## config.mk

```make
export PLATFORM = sky130hd
export DESIGN_NAME = x86_instruction_length_decoder
export DESIGN_NICKNAME = d
export VERILOG_FILES = /design/src/rtl/ild_pkg.sv /design/src/rtl/ild_lane.sv /design/src/rtl/ild_merge.sv /design/src/rtl/x86_instruction_length_decoder.sv
export SDC_FILE = /design/constraint.sdc
export NUM_CORES = 2
export LEC_CHECK = 0
export ABC_AREA = 1
export BUFFER_PORTS_ARGS = -buffer_cell sky130_fd_sc_hd__buf_2
export CORE_MARGIN = 3
export CORE_UTILIZATION = 30
export CTS_CLUSTER_SIZE = 20
export DETAILED_ROUTE_END_ITERATION = 8
export PLACE_DENSITY = 0.5
export SLEW_MARGIN = 5
export SYNTH_ARGS = -nofsm -noshare
export SYNTH_HDL_FRONTEND = slang
export SYNTH_SLANG_ARGS = --single-unit
```

## constraint.sdc

```tcl
create_clock -name clk -period 4.52 [get_ports clk]
set_input_delay 0.226 -clock clk [delete_from_list [all_inputs] [get_ports clk]]
set_output_delay 0.226 -clock clk [all_outputs]
set_load 0.02 [all_outputs]
```

## src/rtl/ild_pkg.sv

```systemverilog
// Shared types, fault codes and ModR/M sizing for the instruction length decoder.
package ild_pkg;

	localparam int ILD_WINDOW_BYTES = 16;
	localparam int ILD_INPUT_BYTES  = 16;
	localparam int ILD_LOOKAHEAD    = 6;

	localparam logic [1:0] FLT_NONE = 2'd0;
	localparam logic [1:0] FLT_OP   = 2'd1;
	localparam logic [1:0] FLT_WIN  = 2'd2;

	typedef struct packed {
		logic [1:0] fault;
		logic [4:0] len;
	} ild_res_t;

	function automatic ild_res_t res_len(input logic [4:0] l);
		ild_res_t r;
		r.fault = FLT_NONE;
		r.len   = l;
		return r;
	endfunction

	function automatic ild_res_t res_err(input logic [1:0] f);
		ild_res_t r;
		r.fault = f;
		r.len   = 5'd0;
		return r;
	endfunction

	// Size the ModR/M, SIB and displacement; len counts the other bytes (opcode and any immediate).
	function automatic ild_res_t memform(input logic [7:0] m, input logic [7:0] s,
			input logic sok, input logic [4:0] len);
		ild_res_t r;
		logic [4:0] l;
		l = len;
		if (m >= 8'hC0) begin
			r = res_len(l + 5'd1);
		end else if (m[2:0] == 3'd4 && !sok) begin
			r = res_err(FLT_WIN);
		end else if (m[2:0] == 3'd4 && s[2:0] == 3'd5) begin
			r = res_len((m[7:6] == 2'b01) ? l + 5'd3 : l + 5'd6);
		end else begin
			if (m[2:0] == 3'd4) l = l + 5'd1;
			unique case (m[7:6])
				2'b00: r = res_len((m[2:0] == 3'd5) ? l + 5'd5 : l + 5'd1);
				2'b10: r = res_len(l + 5'd5);
				default: r = res_len(l + 5'd2);
			endcase
		end
		return r;
	endfunction

	function automatic logic is_prefix(input logic [7:0] b);
		return b == 8'h64 || b == 8'h65 || b == 8'h36 || b == 8'h66 || b == 8'h67 ||
			b == 8'hF0 || b == 8'hF2 || b == 8'h2E || b == 8'h3E;
	endfunction

endpackage

```

## src/rtl/ild_lane.sv

```systemverilog
// One decode lane: length of an instruction whose opcode sits at this lane's byte.
module ild_lane
	import ild_pkg::*;
(
	input  logic [7:0] b [ILD_LOOKAHEAD],
	input  logic [ILD_LOOKAHEAD-1:0] ok,
	output ild_res_t   res,
	output logic       pfx
);

	logic [7:0] op;
	logic [4:0] fl;

	assign op  = b[0];
	assign pfx = is_prefix(op);

	always_comb begin
		res = res_err(FLT_OP);
		fl  = 5'd0;
		if ((op >= 8'h40 && op <= 8'h5F) || (op >= 8'h90 && op <= 8'h99) ||
				(op >= 8'h9C && op <= 8'h9F) || (op >= 8'hA4 && op <= 8'hA8) ||
				(op >= 8'hAA && op <= 8'hAF)) begin
			res = res_len(5'd1);
		end else if ((op >= 8'h70 && op <= 8'h7F) || (op >= 8'hB0 && op <= 8'hB7) ||
				(op >= 8'hE0 && op <= 8'hE3)) begin
			res = res_len(5'd2);
		end else if ((op >= 8'hB8) && (op <= 8'hBF) || (op >= 8'hA0 && op <= 8'hA3)) begin
			res = res_len(5'd5);
		end else if (op < 8'h40 && op[2:0] <= 3'd3) begin
			res = !ok[1] ? res_err(FLT_WIN) : memform(b[1], b[2], ok[2], 5'd1);
		end else if (op < 8'h40 && op[2:0] == 3'd4) begin
			res = res_len(5'd2);
		end else if (op < 8'h40 && op[2:0] == 3'd5) begin
			res = res_len(5'd5);
		end else begin
			unique case (op)
				8'h27, 8'h2F, 8'h37, 8'h3F, 8'h06, 8'hC3, 8'hC9, 8'hCC, 8'hF5, 8'hF8,
				8'hF9, 8'hFC, 8'hFD:
					res = res_len(5'd1);
				8'h6A, 8'hC2, 8'hD8, 8'hEB:
					res = res_len(5'd2);
				8'h68, 8'hA9, 8'hE8:
					res = res_len(5'd5);
				8'hE9:
					res = !ok[5] ? res_err(FLT_WIN) : res_len((b[5] == 8'hCC) ? 5'd6 : 5'd5);
				8'h84, 8'h85, 8'h86, 8'h87, 8'h88, 8'h89, 8'h8A, 8'h8B, 8'h8D, 8'h8F,
				8'hD1, 8'hD2, 8'hD3, 8'hFE, 8'hFF, 8'hDC:
					res = !ok[1] ? res_err(FLT_WIN) : memform(b[1], b[2], ok[2], 5'd1);
				8'h80, 8'h82, 8'h83, 8'hC0, 8'hC1, 8'hC6, 8'h6B:
					res = !ok[1] ? res_err(FLT_WIN) : memform(b[1], b[2], ok[2], 5'd2);
				8'h81, 8'hC7, 8'h69:
					res = !ok[1] ? res_err(FLT_WIN) : memform(b[1], b[2], ok[2], 5'd5);
				8'h9B: begin
					if (!ok[1]) res = res_err(FLT_WIN);
					else if (b[1] != 8'hDF) res = res_err(FLT_OP);
					else if (!ok[2]) res = res_err(FLT_WIN);
					else res = (b[2] == 8'hE0) ? res_len(5'd3) : res_err(FLT_OP);
				end
				8'hD9: begin
					if (!ok[1]) res = res_err(FLT_WIN);
					else if (b[1] == 8'hC9 || b[1] == 8'hD0 || b[1] == 8'hE0 ||
							b[1] == 8'hE1 || b[1] == 8'hE4 || b[1] == 8'hE5 ||
							(b[1] >= 8'hE8 && b[1] <= 8'hEE) || b[1] >= 8'hF8 ||
							b[1][5:3] == 3'd1)
						res = res_len(5'd2);
					else res = memform(b[1], b[2], ok[2], 5'd1);
				end
				8'hDB: begin
					if (!ok[1]) res = res_err(FLT_WIN);
					else if (b[1] == 8'hE3 || b[1][5:3] == 3'd1) res = res_len(5'd2);
					else res = memform(b[1], b[2], ok[2], 5'd1);
				end
				8'hDD: begin
					if (!ok[1]) res = res_err(FLT_WIN);
					else if (b[1] == 8'hE1 || b[1] == 8'hE9) res = res_len(5'd2);
					else if (b[1][5:3] == 3'd1) res = res_err(FLT_OP);
					else if (b[1][5:3] == 3'd4 || b[1][5:3] == 3'd5) res = res_len(5'd2);
					else res = memform(b[1], b[2], ok[2], 5'd1);
				end
				8'hF3: begin
					if (!ok[1]) res = res_err(FLT_WIN);
					else begin
						unique case (b[1])
							8'h90, 8'hA4, 8'hA5, 8'hA6, 8'hA7, 8'hAA, 8'hAB:
								res = res_len(5'd2);
							8'hC3: begin
								if (!ok[2]) res = res_err(FLT_WIN);
								else if (b[2] != 8'hCC) res = res_len(5'd2);
								else if (!ok[3]) res = res_err(FLT_WIN);
								else if (b[3] != 8'hCC) res = res_err(FLT_OP);
								else if (!ok[4]) res = res_err(FLT_WIN);
								else res = (b[4] == 8'hCC) ? res_len(5'd5) : res_err(FLT_OP);
							end
							8'h66: begin
								if (!ok[2]) res = res_err(FLT_WIN);
								else res = (b[2] == 8'hA5) ? res_len(5'd3) : res_err(FLT_OP);
							end
							8'h0F: begin
								if (!ok[2]) res = res_err(FLT_WIN);
								else if (b[2] == 8'hE6 || b[2] == 8'h10 || b[2] == 8'h11 ||
										b[2] == 8'h58 || b[2] == 8'h5C)
									res = !ok[3] ? res_err(FLT_WIN) :
										memform(b[3], b[4], ok[4], 5'd3);
								else res = res_err(FLT_OP);
							end
							default: res = res_err(FLT_OP);
						endcase
					end
				end
				8'hF6, 8'hF7: begin
					if (!ok[1]) res = res_err(FLT_WIN);
					else begin
						// opcode byte, then the immediate; memform adds the ModR/M byte
						fl = 5'd1;
						if (b[1][5:4] == 2'b00) fl = fl + ((op == 8'hF6) ? 5'd1 : 5'd4);
						res = memform(b[1], b[2], ok[2], fl);
					end
				end
				8'h0F: begin
					if (!ok[1]) res = res_err(FLT_WIN);
					else if ((b[1] >= 8'h40 && b[1] <= 8'h4F) ||
							(b[1] >= 8'h90 && b[1] <= 8'h9F))
						res = !ok[2] ? res_err(FLT_WIN) : memform(b[2], b[3], ok[3], 5'd2);
					else if (b[1] >= 8'h80 && b[1] <= 8'h8F)
						res = res_len(5'd6);
					else begin
						unique case (b[1])
							8'h31, 8'hA2: res = res_len(5'd2);
							8'hAE: begin
								if (!ok[2]) res = res_err(FLT_WIN);
								else res = (b[2] == 8'hE8 || b[2] == 8'hF0 || b[2] == 8'hF8) ?
									res_len(5'd3) : res_err(FLT_OP);
							end
							8'hB1, 8'hB6, 8'hB7, 8'hBC, 8'hBD, 8'hC1, 8'hC7, 8'h57, 8'h11,
							8'h2A, 8'h10, 8'h1F, 8'hBE, 8'h6E, 8'h2C, 8'h2E, 8'h2F, 8'h5C,
							8'h58, 8'h59:
								res = !ok[2] ? res_err(FLT_WIN) :
									memform(b[2], b[3], ok[3], 5'd2);
							default: res = res_err(FLT_OP);
						endcase
					end
				end
				default: res = res_err(FLT_OP);
			endcase
		end
	end

endmodule

```

## src/rtl/ild_merge.sv

```systemverilog
// Merge: pick the lane at the end of the prefix run and add the prefix count.
module ild_merge
	import ild_pkg::*;
#(
	parameter int WINDOW_BYTES = ILD_WINDOW_BYTES
) (
	input  ild_res_t   lane_res [WINDOW_BYTES],
	input  logic [WINDOW_BYTES-1:0] lane_pfx,
	output logic [4:0] length,
	output logic [1:0] fault
);

	localparam int TW = 7;

	logic            found;
	ild_res_t        sel;
	logic [TW-1:0]   total;

	always_comb begin
		found = 1'b0;
		sel   = res_err(FLT_WIN);
		total = '0;
		for (int k = 0; k < WINDOW_BYTES; k++) begin
			if (!found && !lane_pfx[k]) begin
				found = 1'b1;
				sel   = lane_res[k];
				total = TW'(k) + TW'(lane_res[k].len);
			end
		end
		if (sel.fault != FLT_NONE) begin
			fault  = sel.fault;
			length = 5'd0;
		end else if (total > TW'(WINDOW_BYTES) || total > TW'(31)) begin
			fault  = FLT_WIN;
			length = 5'd0;
		end else begin
			fault  = FLT_NONE;
			length = total[4:0];
		end
	end

endmodule

```

## src/rtl/x86_instruction_length_decoder.sv

```systemverilog
// x86 instruction length decoder top level: lane array, merge and output register.
// An accepted input beat reaches the output through the lane register, then the output register.
// Throughput: one beat per cycle unless m_tready stalls; every lane decodes its own byte at once.
// First stage: one lane's opcode decode plus ModR/M sizing; second: prefix-run select and add.
// Reset (arst_n low, asynchronous) empties both pipeline stages; the block is stateless otherwise.
module x86_instruction_length_decoder
	import ild_pkg::*;
#(
	parameter int WINDOW_BYTES = ILD_WINDOW_BYTES
) (
	input  logic         clk,
	input  logic         arst_n,
	input  logic         s_tvalid,
	output logic         s_tready,
	input  logic [127:0] s_tdata,   // code_low [63:0], code_high [127:64]
	output logic         m_tvalid,
	input  logic         m_tready,
	output logic [7:0]   m_tdata    // length [4:0], fault [6:5], zero [7]
);

	localparam int EXT = WINDOW_BYTES + ILD_LOOKAHEAD;

	// Window bytes with lookahead; bytes past the input read as zero,
	// bytes past the window are flagged as not available.
	logic [7:0] wb  [EXT];
	logic       wok [EXT];

	always_comb begin
		for (int k = 0; k < EXT; k++) begin
			wb[k]  = (k < ILD_INPUT_BYTES) ? s_tdata[8*k +: 8] : 8'h00;
			wok[k] = (k < WINDOW_BYTES);
		end
	end

	ild_res_t                lane_res [WINDOW_BYTES];
	logic [WINDOW_BYTES-1:0] lane_pfx;

	for (genvar p = 0; p < WINDOW_BYTES; p++) begin : g_lane
		logic [7:0]               lb  [ILD_LOOKAHEAD];
		logic [ILD_LOOKAHEAD-1:0] lok;
		for (genvar j = 0; j < ILD_LOOKAHEAD; j++) begin : g_tap
			assign lb[j]  = wb[p+j];
			assign lok[j] = wok[p+j];
		end
		ild_lane u_lane (
			.b   (lb),
			.ok  (lok),
			.res (lane_res[p]),
			.pfx (lane_pfx[p])
		);
	end

	// Lane register stage.
	ild_res_t                res_s1 [WINDOW_BYTES];
	logic [WINDOW_BYTES-1:0] pfx_s1;
	logic                    valid_s1;
	logic                    advance;

	// Advance the output when it is empty or being taken; the lane stage
	// may still fill while the output holds.
	assign advance  = !m_tvalid || m_tready;
	assign s_tready = advance || !valid_s1;

	always_ff @(posedge clk or negedge arst_n) begin
		if (!arst_n) begin
			valid_s1 <= 1'b0;
		end else if (s_tready) begin
			valid_s1 <= s_tvalid;
		end
	end

	always_ff @(posedge clk) begin
		if (s_tready && s_tvalid) begin
			res_s1 <= lane_res;
			pfx_s1 <= lane_pfx;
		end
	end

	logic [4:0] mlen;
	logic [1:0] mflt;

	ild_merge #(.WINDOW_BYTES(WINDOW_BYTES)) u_merge (
		.lane_res (res_s1),
		.lane_pfx (pfx_s1),
		.length   (mlen),
		.fault    (mflt)
	);

	// Output register.
	logic       out_valid_q;
	logic [4:0] len_q;
	logic [1:0] flt_q;

	always_ff @(posedge clk or negedge arst_n) begin
		if (!arst_n) begin
			out_valid_q <= 1'b0;
		end else if (advance) begin
			out_valid_q <= valid_s1;
		end
	end

	always_ff @(posedge clk) begin
		if (advance && valid_s1) begin
			len_q <= mlen;
			flt_q <= mflt;
		end
	end

	assign m_tvalid = out_valid_q;
	assign m_tdata  = {1'b0, flt_q, len_q};

`ifndef ASSERT_OFF
	a_fault_len: assert property (@(posedge clk) disable iff (!arst_n)
		m_tvalid && m_tdata[6:5] != FLT_NONE |-> m_tdata[4:0] == 5'd0)
		else $error("nonzero length with fault");
	a_fault_code: assert property (@(posedge clk) disable iff (!arst_n)
		m_tvalid |-> m_tdata[6:5] != 2'd3)
		else $error("invalid fault code");
	a_ready_empty: assert property (@(posedge clk) disable iff (!arst_n)
		!m_tvalid |-> s_tready)
		else $error("input stalled with empty output");
	a_fill_out: assert property (@(posedge clk) disable iff (!arst_n)
		valid_s1 && advance |=> m_tvalid)
		else $error("lane stage result lost");
`endif

endmodule

```

==> impl_metrics.yaml <==
sta:
  period_needed_ns: 3.72
  final.setup.tns_ns: 0
  maxSlewViolCount: 0
  fmax_ghz: 0.269
  finalSetupViolations: 0
  slew_headroom: 0.104
  final_hold_viol_count: 0
  rsz0062_at_grt: "false"
  fin_skew_ns: 0.0106
  finalCritPeriodShare: 0.824
  worst_pin_slew_ns: 1.34
global_routing:
  grt_pass1_wl_mm: 243
  grt_max_degree: 75
  gr-total-overflow: 0
  grtUsageTotal: 0.287
  antenna_found_initial: 14
  grt_pass1_vias: 40200
route:
  vias: 43000
  routed_wl_mm: 161
  dr.pass1.iters: 7
  ant_nets: 0
  viasPerCell: 5.83
  drt_iter0_drc: 6185
  drc_errors: 0
  wl_per_cell_um: 21.9
synth:
  syn_area_per_cell_um2: 5.24
  seq_area_frac_synth: 0.120
  yosysUniqueCellTypes: 70
  synth_top_family_by_area: "simple AND/OR/NAND/NOR gates"
  synth-simple-area-share: 0.434
  muxShareOfSynthArea: 0
  synth-xor-area-share: 0.0114
  ys_warn_count: 0
  synth_edf_count: 121
  synthesis.instances: 5852
  synth-seq-cells: 123
  synth_compound_area_frac: 0.270
  synth_area_um2: 30700
  synthFlopType: "edfxtp_1"
  synthAdderAreaFrac: 0.0200
  synthArstFlopShare: 0.0163
power_and_ir_drop:
  p_per_area_nw_per_um2: 148
  vdd_drop_max_mv: 0.278
  p_leak_nw: 14.7
hold_path:
  hold_class: "input pin to flop"
  hp-start: "m_tready"
  holdPathStages: 4
  min_to: "m_tvalid$_DFFE_PN0P_"
die:
  rows: 116
  ios: 142
  start_util: 0.305
  die_h_um: 326
  die_x_um: 326
  dieArea_um2: 106000
  coreArea_um2: 101000
place:
  hpwl_mm: 135
  gp_congestion: 1.04
  dp_cells: 7324
  numPortBuffers: 140
worst_setup_path:
  reg2reg_depth: 20
  r2r_setup_slack_ns: 1.29
  crit_slowest_cell: "nor2_1"
  crit_start: "s_tdata[46]"
  regToRegStartpoint: "pfx_s1[0]$_DFFE_PP_"
  slowest_delay_ns: 1.07
  critical_path_buf_inv_count: 3
  rr_endpoint: "len_q[3]$_SDFFCE_PP0P_"
  path_delay_family: "simple AND/OR/NAND/NOR gates"
  arrival_ns: 3.91
  crit_required_ns: 4.71
  cp_max_fo: 13
  worstPathCellList: "buf_2 > nand2_1 > inv_1 > nand2_1 > nor2_1 > inv_1 > a21oi_1 > o21ai_0 > nor3_1 > nand3_1 > nor3_1 > nand3_1"
  crit_path_end_kind: "flop"
  cp-start-kind: "input pin"
  crit_type: "input pin to flop"
flow_run:
  maxCapViolations: 0
layout:
  final_cells: 7369
  nNetsFinal: 6168
  area_growth_pct: 9.82
  drive_gt1_frac: 0.0447
run_status:
  outcome: "complete, no violations"
clocking:
  post_cts_resize_count: 0
  cts_htree_levels: 4
  clockBufferDepth: 2
  cts_setup_buffers: 0
  cts.sink_count: 123
  cts-root-buf: "clkbuf_16"
  ctsHoldBuffers: 1
  cts_made_buffers: 17
  cts_tree: "built"
  clk_pin_slew_ns: 0.06
  clk_latency_ns: 0.46
==> how the worst max path moves through the flow <==
stage	end	slack, ns	cells after the start
2_1_floorplan	pfx_s1[0]$_DFFE_PP_	0.99	3
3_3_place_gp	res_s1[105]$_SDFFCE_PP1P_	0.56	12
3_5_place_dp	res_s1[105]$_SDFFCE_PP1P_	0.55	12
4_1_cts	res_s1[105]$_SDFFCE_PP1P_	1.04	12
5_1_grt	res_s1[105]$_SDFFCE_PP1P_	0.77	12
6_report	res_s1[105]$_SDFFCE_PP1P_	0.80	12
==> flip-flops by register name, summed over array words and instances, names as in the netlist <==
register  flops
res_s1       98
pfx_s1       16
len_q         5
flt_q         2
m_tvalid      1
valid_s1      1
==> cell type report <==
| cell class | instances | area, µm² |
|---|---|---|
| fill | 11700 | 67000 |
| sequential | 123 | 3680 |
| antenna | 12 | 30.0 |
| timing repair buffer | 183 | 1030 |
| tap | 1357 | 1700 |
| clock buffer | 20 | 437 |
| inverter | 1083 | 4070 |
| clock inverter | 12 | 124 |
| multi-input combinational | 4579 | 22600 |
==> per-layer routing <==
layer | wire [µm] | up-vias | track usage
met3 | 14400 | 395 | 0.0435
met2 | 72300 | 2481 | 0.470
met1 | 68700 | 20000 | 0.385
met5 | 21 | - | 0
met4 | 5900 | 4 | 0.0958
li1 | - | 20100 | -
==> report_power, final <==
part	switching, mW	internal [mW]	leakage, nW
clock	0.577	0.805	0.269
sequential	0.0683	1.40	1.22
combinational	1.58	0.542	13.2
==> cell usage after synthesis (4+ instances only) <==
| library cell | n | area (µm²) |
|---|---|---|
| clkinv_1 | 18 | 67.6 |
| o2111ai_1 | 62 | 543 |
| a2111oi_0 | 18 | 158 |
| o31ai_1 | 31 | 233 |
| o311ai_0 | 23 | 201 |
| xor2_1 | 25 | 219 |
| and3_1 | 4 | 25.0 |
| a32oi_1 | 12 | 105 |
| o211ai_1 | 112 | 841 |
| nor4_1 | 72 | 450 |
| clkbuf_2 | 5 | 25.0 |
| o41ai_1 | 6 | 52.6 |
| a41oi_1 | 8 | 70.1 |
| nor3b_1 | 6 | 45.0 |
| inv_2 | 8 | 30.0 |
| a22oi_1 | 22 | 165 |
| a221oi_1 | 26 | 228 |
| o22ai_1 | 79 | 494 |
| inv_1 | 1057 | 3970 |
| xnor2_1 | 15 | 131 |
| o211a_1 | 5 | 50.1 |
| o32ai_1 | 11 | 96.3 |
| nor3_2 | 4 | 40.0 |
| nand4_1 | 114 | 713 |
| a31oi_1 | 61 | 382 |
| a211oi_1 | 51 | 383 |
| nor2_4 | 4 | 45.0 |
| and2_1 | 4 | 25.0 |
| a21oi_1 | 311 | 1560 |
| edfxtp_1 | 121 | 3630 |
| nand3b_1 | 11 | 82.6 |
| or2_2 | 10 | 62.6 |
| a21boi_0 | 7 | 52.6 |
| o21a_1 | 11 | 82.6 |
| nor2_1 | 1172 | 4400 |
| buf_2 | 36 | 180 |
| ha_1 | 49 | 613 |
| a311oi_1 | 10 | 87.6 |
| o21ai_0 | 386 | 1930 |
| nor2_2 | 17 | 106 |
| nor3_1 | 221 | 1110 |
| nand2_1 | 1174 | 4410 |
| o221ai_1 | 40 | 350 |
| nand3_1 | 330 | 1650 |
| clkbuf_1 | 39 | 146 |
==> cells by family (layout without fill, tap and decap cells) <==
| kind of cell | after synthesis | in the layout |
|---|---|---|
| and+or+nand+nor | 3159 | 3159 |
| buffers and inverters | 1164 | 1298 |
| AOI/OAI and AO/OA | 1316 | 1316 |
| xor gates and xnor gates | 40 | 40 |
| other | 1 | 27 |
| adders and majority gates | 49 | 49 |
| DFF | 123 | 123 |
==> stage by stage <==
stage	instance area, µm²	setup WS (ns)	hold WS, ns	utilization	total power, mW
6_report	33700	0.797	0.0197	0.334	4.97
5_1_grt	33700	0.765	0.0548	0.334	5.25
4_1_cts	33700	1.04	0.00740	0.334	4.94
3_5_place_dp	33100	0.555	0.0156	0.328	3.54
3_3_place_gp	33100	0.560	0.0124	0.328	3.59
2_1_floorplan	30700	0.993	-0.0696	-	2.80
==> worst register-to-register path, cell delays in order, from the launching register on <==
cell and delay, ns:
edfxtp_1 0.48, inv_1 0.16, nor2_1 0.35, nand2_1 0.09
nand2_1 0.11, nand3_1 0.09, nand2_1 0.09, nand3_1 0.11
nor2_1 0.11, nand3_1 0.11, nor2_1 0.28, nand3_1 0.13
nor2_1 0.19, nand2_1 0.08, nand2_1 0.05, nand2_1 0.07
nor2_2 0.12, nand3_1 0.07, nand2_1 0.10, nand3_2 0.10
nor2_1 0.16
==> placed cells by master, fill, tap and decap left out, drive strengths merged, types with 26 or more instances in the layout <==
master / n
a211oi: 51
a221oi: 26
a21oi: 311
nor2: 1194
o22ai: 79
nand2: 1177
nand4: 116
buf: 182
o2111ai: 62
ha: 49
nor3: 225
o221ai: 40
o31ai: 31
o211ai: 112
nand3: 334
a31oi: 61
inv: 1066
nor4: 73
edfxtp: 121
o21ai: 387
No activity file was read; power rests on OpenSTA's default activity.
